<file path="src/bpc_pkg.sv">
// Shared constants, register indexes and helper functions for the brick pattern classifier.
// No dependencies. Every other file of the block but bpc_class_if imports this package.
`default_nettype none

package bpc_pkg;

    // Brick lengths and gaps are unsigned Q15.16 values held in 31 bits
    localparam int LEN_W          = 31;
    localparam int CFG_IDX_W      = 3;
    localparam int CFG_DATA_W     = LEN_W;
    localparam int COORD_WIDTH_DEF = 32;
    localparam int FRAC_BITS_DEF  = 16;

    // Configuration register indexes
    localparam logic [CFG_IDX_W-1:0] REG_LEN_X  = 3'd0;
    localparam logic [CFG_IDX_W-1:0] REG_LEN_Y  = 3'd1;
    localparam logic [CFG_IDX_W-1:0] REG_LEN_Z  = 3'd2;
    localparam logic [CFG_IDX_W-1:0] REG_GAP_X  = 3'd3;
    localparam logic [CFG_IDX_W-1:0] REG_GAP_Y  = 3'd4;
    localparam logic [CFG_IDX_W-1:0] REG_GAP_Z  = 3'd5;
    localparam logic [CFG_IDX_W-1:0] REG_SELECT = 3'd6;

    typedef logic [LEN_W-1:0] t_len;

    // Turn the remainder of the folded (non-negative) dividend into the floored
    // remainder of the signed value. A zero length yields remainder zero.
    function automatic t_len bpc_fold(input t_len rem, input logic neg, input t_len len);
        t_len v_res;
        if (len == '0) begin
            v_res = '0;
        end else if (neg) begin
            v_res = len - rem - t_len'(1);
        end else begin
            v_res = rem;
        end
        return v_res;
    endfunction

endpackage

`default_nettype wire

</file>
<file path="src/bpc_div_cell.sv">
// One restoring division step per lane: shift in a dividend bit, compare, subtract.
// Depends on bpc_pkg (LEN_W). Instantiated in a row by bpc_div_chain.
`default_nettype none

module bpc_div_cell
    import bpc_pkg::*;
#(
    parameter int NL = 1,
    parameter int DW = 32,
    parameter int SW = 1
) (
    input  wire logic                       i_clk,
    input  wire logic                       i_rst_n,
    input  wire logic                       i_en,
    input  wire logic                       i_valid,
    input  wire logic [NL-1:0][LEN_W-1:0]   i_len,
    input  wire logic [NL-1:0][LEN_W-1:0]   i_rem,
    input  wire logic [NL-1:0][DW-1:0]      i_dvd,
    input  wire logic [NL-1:0]              i_neg,
    input  wire logic [SW-1:0]              i_side,
    output logic                            o_valid,
    output logic [NL-1:0][LEN_W-1:0]        o_rem,
    output logic [NL-1:0][DW-1:0]           o_dvd,
    output logic [NL-1:0]                   o_neg,
    output logic [NL-1:0]                   o_qbit,
    output logic [SW-1:0]                   o_side
);

    logic                       r_valid;
    logic [NL-1:0][LEN_W-1:0]   r_rem;
    logic [NL-1:0][DW-1:0]      r_dvd;
    logic [NL-1:0]              r_neg;
    logic [NL-1:0]              r_qbit;
    logic [SW-1:0]              r_side;

    logic [NL-1:0][LEN_W-1:0]   n_rem;
    logic [NL-1:0][DW-1:0]      n_dvd;
    logic [NL-1:0]              n_qbit;

    // Bring down the next dividend bit and subtract the divisor where it fits
    always_comb begin
        logic [LEN_W:0] v_trial;
        logic [LEN_W:0] v_diff;
        logic           v_ge;
        for (int l = 0; l < NL; l++) begin
            v_trial   = {i_rem[l], i_dvd[l][DW-1]};
            v_diff    = v_trial - {1'b0, i_len[l]};
            v_ge      = (v_trial >= {1'b0, i_len[l]});
            n_rem[l]  = v_ge ? v_diff[LEN_W-1:0] : v_trial[LEN_W-1:0];
            n_qbit[l] = v_ge;
            n_dvd[l]  = {i_dvd[l][DW-2:0], 1'b0};
        end
    end

    // Advance the beat when the pipeline moves
    always_ff @(posedge i_clk) begin
        if (!i_rst_n) begin
            r_valid <= 1'b0;
        end else if (i_en) begin
            r_valid <= i_valid;
        end
    end

    always_ff @(posedge i_clk) begin
        if (i_en) begin
            r_rem  <= n_rem;
            r_dvd  <= n_dvd;
            r_neg  <= i_neg;
            r_qbit <= n_qbit;
            r_side <= i_side;
        end
    end

    assign o_valid = r_valid;
    assign o_rem   = r_rem;
    assign o_dvd   = r_dvd;
    assign o_neg   = r_neg;
    assign o_qbit  = r_qbit;
    assign o_side  = r_side;

endmodule

`default_nettype wire

</file>
<file path="src/bpc_div_chain.sv">
// Row of DW division cells: one dividend bit per cell, remainder handed cell to cell.
// Depends on bpc_pkg and bpc_div_cell.
`default_nettype none

module bpc_div_chain
    import bpc_pkg::*;
#(
    parameter int NL = 1,
    parameter int DW = 32,
    parameter int SW = 1
) (
    input  wire logic                       i_clk,
    input  wire logic                       i_rst_n,
    input  wire logic                       i_en,
    input  wire logic                       i_valid,
    input  wire logic [NL-1:0][LEN_W-1:0]   i_len,
    input  wire logic [NL-1:0][DW-1:0]      i_dvd,
    input  wire logic [NL-1:0]              i_neg,
    input  wire logic [SW-1:0]              i_side,
    output logic                            o_valid,
    output logic [NL-1:0][LEN_W-1:0]        o_rem,
    output logic [NL-1:0]                   o_neg,
    output logic [NL-1:0]                   o_qbit,
    output logic [SW-1:0]                   o_side
);

    logic [DW:0]                s_valid;
    logic [NL-1:0][LEN_W-1:0]   s_rem  [DW+1];
    logic [NL-1:0][DW-1:0]      s_dvd  [DW+1];
    logic [NL-1:0]              s_neg  [DW+1];
    logic [SW-1:0]              s_side [DW+1];
    logic [NL-1:0]              s_qbit [DW];

    // Feed the head of the row with a cleared remainder
    assign s_valid[0] = i_valid;
    assign s_rem[0]   = '0;
    assign s_dvd[0]   = i_dvd;
    assign s_neg[0]   = i_neg;
    assign s_side[0]  = i_side;

    for (genvar k = 0; k < DW; k++) begin : g_cell
        bpc_div_cell #(
            .NL (NL),
            .DW (DW),
            .SW (SW)
        ) u_cell (
            .i_clk   (i_clk),
            .i_rst_n (i_rst_n),
            .i_en    (i_en),
            .i_valid (s_valid[k]),
            .i_len   (i_len),
            .i_rem   (s_rem[k]),
            .i_dvd   (s_dvd[k]),
            .i_neg   (s_neg[k]),
            .i_side  (s_side[k]),
            .o_valid (s_valid[k+1]),
            .o_rem   (s_rem[k+1]),
            .o_dvd   (s_dvd[k+1]),
            .o_neg   (s_neg[k+1]),
            .o_qbit  (s_qbit[k]),
            .o_side  (s_side[k+1])
        );
    end

    assign o_valid = s_valid[DW];
    assign o_rem   = s_rem[DW];
    assign o_neg   = s_neg[DW];
    assign o_qbit  = s_qbit[DW-1];
    assign o_side  = s_side[DW];

endmodule

`default_nettype wire

</file>
<file path="config.mk">
export PLATFORM = sky130hd
export DESIGN_NAME = bpc_div_chain
export DESIGN_NICKNAME = d
export VERILOG_FILES = /design/src/bpc_pkg.sv /design/src/bpc_div_cell.sv /design/src/bpc_div_chain.sv
export SDC_FILE = /design/constraint.sdc
export NUM_CORES = 2
export LEC_CHECK = 0
export BUFFER_PORTS_ARGS = -buffer_cell sky130_fd_sc_hd__buf_2
export CORE_MARGIN = 5
export CORE_UTILIZATION = 37
export CTS_BUF_LIST = sky130_fd_sc_hd__clkbuf_4 sky130_fd_sc_hd__clkbuf_8 sky130_fd_sc_hd__clkbuf_16
export DETAILED_ROUTE_END_ITERATION = 6
export GPL_TIMING_DRIVEN = 0
export HOLD_SLACK_MARGIN = 0.12
export PLACE_DENSITY = 0.53
export REMOVE_ABC_BUFFERS = 1
export SLEW_MARGIN = 15
export SYNTH_ARGS = -nofsm -noshare
export SYNTH_HDL_FRONTEND = slang
export SYNTH_SLANG_ARGS = --single-unit
</file>
<file path="constraint.sdc">
create_clock -name i_clk -period 10.6 [get_ports i_clk]
set_input_delay 0 -clock i_clk [delete_from_list [all_inputs] [get_ports i_clk]]
set_output_delay 0 -clock i_clk [all_outputs]
set_load 0.01 [all_outputs]
</file>
==> key figures <==
Status
  • Status: complete, no violations

Cells and area
  • Layout Nets: 11279
  • FF+latch area: 47280 um^2
  • Area Overhead vs Synth: 13.17%
  • Share of post-route cells with drive strength above 1: 10.38%
  • Multi-input logic area: 56720 um^2
  • Fillers: 27066

Worst setup path
  • Crit start category: register
  • R2R depth: 17
  • Flop-to-flop setup slack: 6.17 ns
  • Crit path DAT: 5.05 ns
  • Worst setup EP type: register
  • Reg-to-Reg Start: g_cell[4].u_cell.o_dvd[31]
  • Critical Path Most Common Cell: buf_4
  • Worst path bufs/invs: 6
  • Max stage delay cell, worst path: o211ai_1
  • Peak per-stage delay on the critical path: 0.58 ns
  • Levels on crit path: 17
  • Crit-path leading delay family: compound AO/OA/AOI/OAI gates
  • WS Path Type: reg2reg
  • Reg2reg end: g_cell[5].u_cell.o_rem[4]
  • Critical path peak fanout: 12
  • Worst-path cell chain: inv_1, ha_1, fa_1, nor2b_1, o2111ai_1, nand3_1, and2_1, o2111ai_1, o211ai_1, a21oi_1, o211ai_1, buf_4, buf_4, buf_4, buf_4, buf_4, mux2_2
  • Critical Path RT: 11.22 ns

Synth
  • Post-synthesis cell area: 105900 um^2
  • Post-synth EDFFs: 1553
  • YS warnings: 0
  • Post-synthesis area per instance: 10.62 um^2
  • Post-synthesis cell count: 9975
  • Synth top cells by count: edfxtp_1 (1553), a21oi_1 (1000), ha_1 (963)
  • Top-area cell type share of the netlist area: 44.04%
  • #FFs+latches synth: 1585
  • Largest cells by area after synthesis: edfxtp_1 (44%), ha_1 (11%), a21oi_1 (4.7%), mux2_2 (4.3%), xnor2_1 (4.0%)
  • Asr flop ratio synth: 0%
  • Synth cell types: 103
  • Ys flop type: edfxtp_1
  • Register area share after synthesis: 44.65%
  • Count leader, synth: edfxtp_1
  • Post-synth top area cell: edfxtp_1

Timing
  • Fin Setup TNS: 0 ns
  • Slew Viols, Final: 0
  • Setup Skew: 0.04234 ns
  • Final setup fails: 0
  • Tmin final: 4.429 ns
  • Tcrit/Tclk final: 41.78%
  • Slew @ Worst Pin: 1.305 ns
  • Slew HR: 11.88%
  • RSZ-0062 raised after global routing: false
  • Final Hold Viols: 0
  • Fmax: 225.8 MHz

Min path
  • Worst min-delay path category: in2reg
  • HP Start: i_len[24]
  • Hold path cells: 5
  • Worst Hold End: g_cell[2].u_cell.o_rem[24]

Pwr
  • P per Cell Area: 336.7 nW/um^2
  • Total power: 40.35 mW
  • Leakage: 47.09 nW
  • Peak VDD IR: 0.0001382 V

GRT
  • Total track usage: 19.07%
  • Grt ovf: 0
  • Pin count of the biggest net entering global routing: 156
  • First-pass GRT wire length: 443400 um
  • Antenna violations before repair: 10
  • Vias in the first global route: 76786

Floorplan
  • Core ar.: 285000 um^2
  • Rows: 196
  • Initial Util: 37.16%
  • Die height: 545.0 um
  • Die width: 545.0 um
  • # IOs: 104
  • Die area: 297000 um^2

CTS
  • H-tree depth: 4
  • Clock sink count: 1585
  • CTS root buf: clkbuf_16
  • Clock Pin Slew Worst Setup and Hold Paths: 0.06 ns
  • Cts repair resizes: 0
  • Worst-Skew Late Latency: 0.87 ns
  • CTS Buffer Depth: 4
  • CTS tree: yes
  • CTS Buf Count: 197

Drt
  • DR iter-0 viols: 5711
  • DRC viols: 0
  • Wire length per cell: 20.66 um
  • Drt first pass iters: 6
  • DR vias: 78578
  • Vias per inst: 5.560
  • ANT nets after route: 0
  • Total Wirelength: 292000 um

Placement
  • DP HPWL: 208500 um
  • Port Buffers: 103
  • RD Place Congestion: 0.8803

Flow run
  • Number of max-cap violations: 0
-- worst min-delay path: stages --
cell,delay [ns]
buf_2,0.12
inv_4,0.16
ha_1,0.43
xnor2_1,0.08
o21ai_0,0.13
-- logic make-up after synthesis --
logic type,synth area share [%]
AOI/OAI and AO/OA,18.57
xor gates and xnor gates,6.658
adders and majority gates,11.97
buffers and inverters,1.976
DFF,44.65
muxes,5.106
and+or+nand+nor,11.08
-- layout make-up --
class                   count  area share [%]
inverters                 277          0.9303
multi-input cells        7855           47.33
well taps                3762           3.928
diodes                      1        0.002088
clock inverters           114          0.9136
repair buffers            300           2.994
clock buffers             240           4.452
flip-flops and latches   1585           39.45
-- placed cells by master (no fill, tap or decap), types with 135 or more instances in the layout --
master and instances:
a21o_1 483, a21oi_1 998, clkbuf_16 201, edfxtp_1 1553, ha_1 963, inv_1 247, mux2_2 405, nand2_1 704
nand3_1 165, nor2_1 658, nor2b_1 172, nor3_1 145, o21a_1 135, o21ai_0 681, xnor2_1 481, xor2_1 324
-- state kept, by name, indices dropped and copies added (netlist names) --
name / cells
g_cell.u_cell.o_rem: 992
g_cell.u_cell.o_dvd: 496
g_cell.u_cell.o_neg: 32
g_cell.u_cell.o_side: 32
g_cell.u_cell.o_valid: 32
g_cell.u_cell.o_qbit: 1
-- metrics by stage --
stage	cell area (um^2)	hold WS [ns]	utilization (%)	std cells	setup slack (ns)
2_1_floorplan	104800	0.09887	-	9717	4.955
3_3_place_gp	110100	0.1776	38.62	13582	-16.53
3_5_place_dp	112400	0.1781	39.43	13674	5.954
4_1_cts	119800	0.1203	42.02	14125	6.236
5_1_grt	119800	0.1490	42.05	14134	5.937
6_report	119800	0.1668	42.05	14134	6.171
-- where the power goes --
| part | leakage [nW] | internal [mW] | total, mW | switching, mW |
|---|---|---|---|---|
| registers | 15.4 | 10.3 | 11.7 | 1.41 |
| logic | 28.5 | 9.69 | 21.9 | 12.2 |
| clock network | 3.16 | 3.95 | 6.73 | 2.78 |
-- metal layers --
metal  up-vias  global-route usage, %  wire [um]
met4         0                  7.062      11780
li1      38459                      -          -
met1     37627                  24.94     128000
met3       542                  2.993      15910
met2      1950                  31.87     136200
met5         -                      0          0
-- what timing repair did --
item,in CTS,in global routing
hold buffers,97,6
endpoints found under the hold margin,441,27
setup buffers,0,0
-- how the worst max path moves through the flow --
stage,start,end
after floorplan,g_cell[5].u_cell.o_dvd[31],g_cell[6].u_cell.o_rem[11]
after global placement,i_en,g_cell[19].u_cell.o_rem[14]
after detailed placement,i_len[5],g_cell[15].u_cell.o_rem[30]
after CTS,g_cell[4].u_cell.o_dvd[31],g_cell[5].u_cell.o_rem[4]
after global routing,g_cell[4].u_cell.o_dvd[31],g_cell[5].u_cell.o_rem[4]
final,g_cell[4].u_cell.o_dvd[31],g_cell[5].u_cell.o_rem[4]
Note: power is estimated with default switching activity, not from simulation.
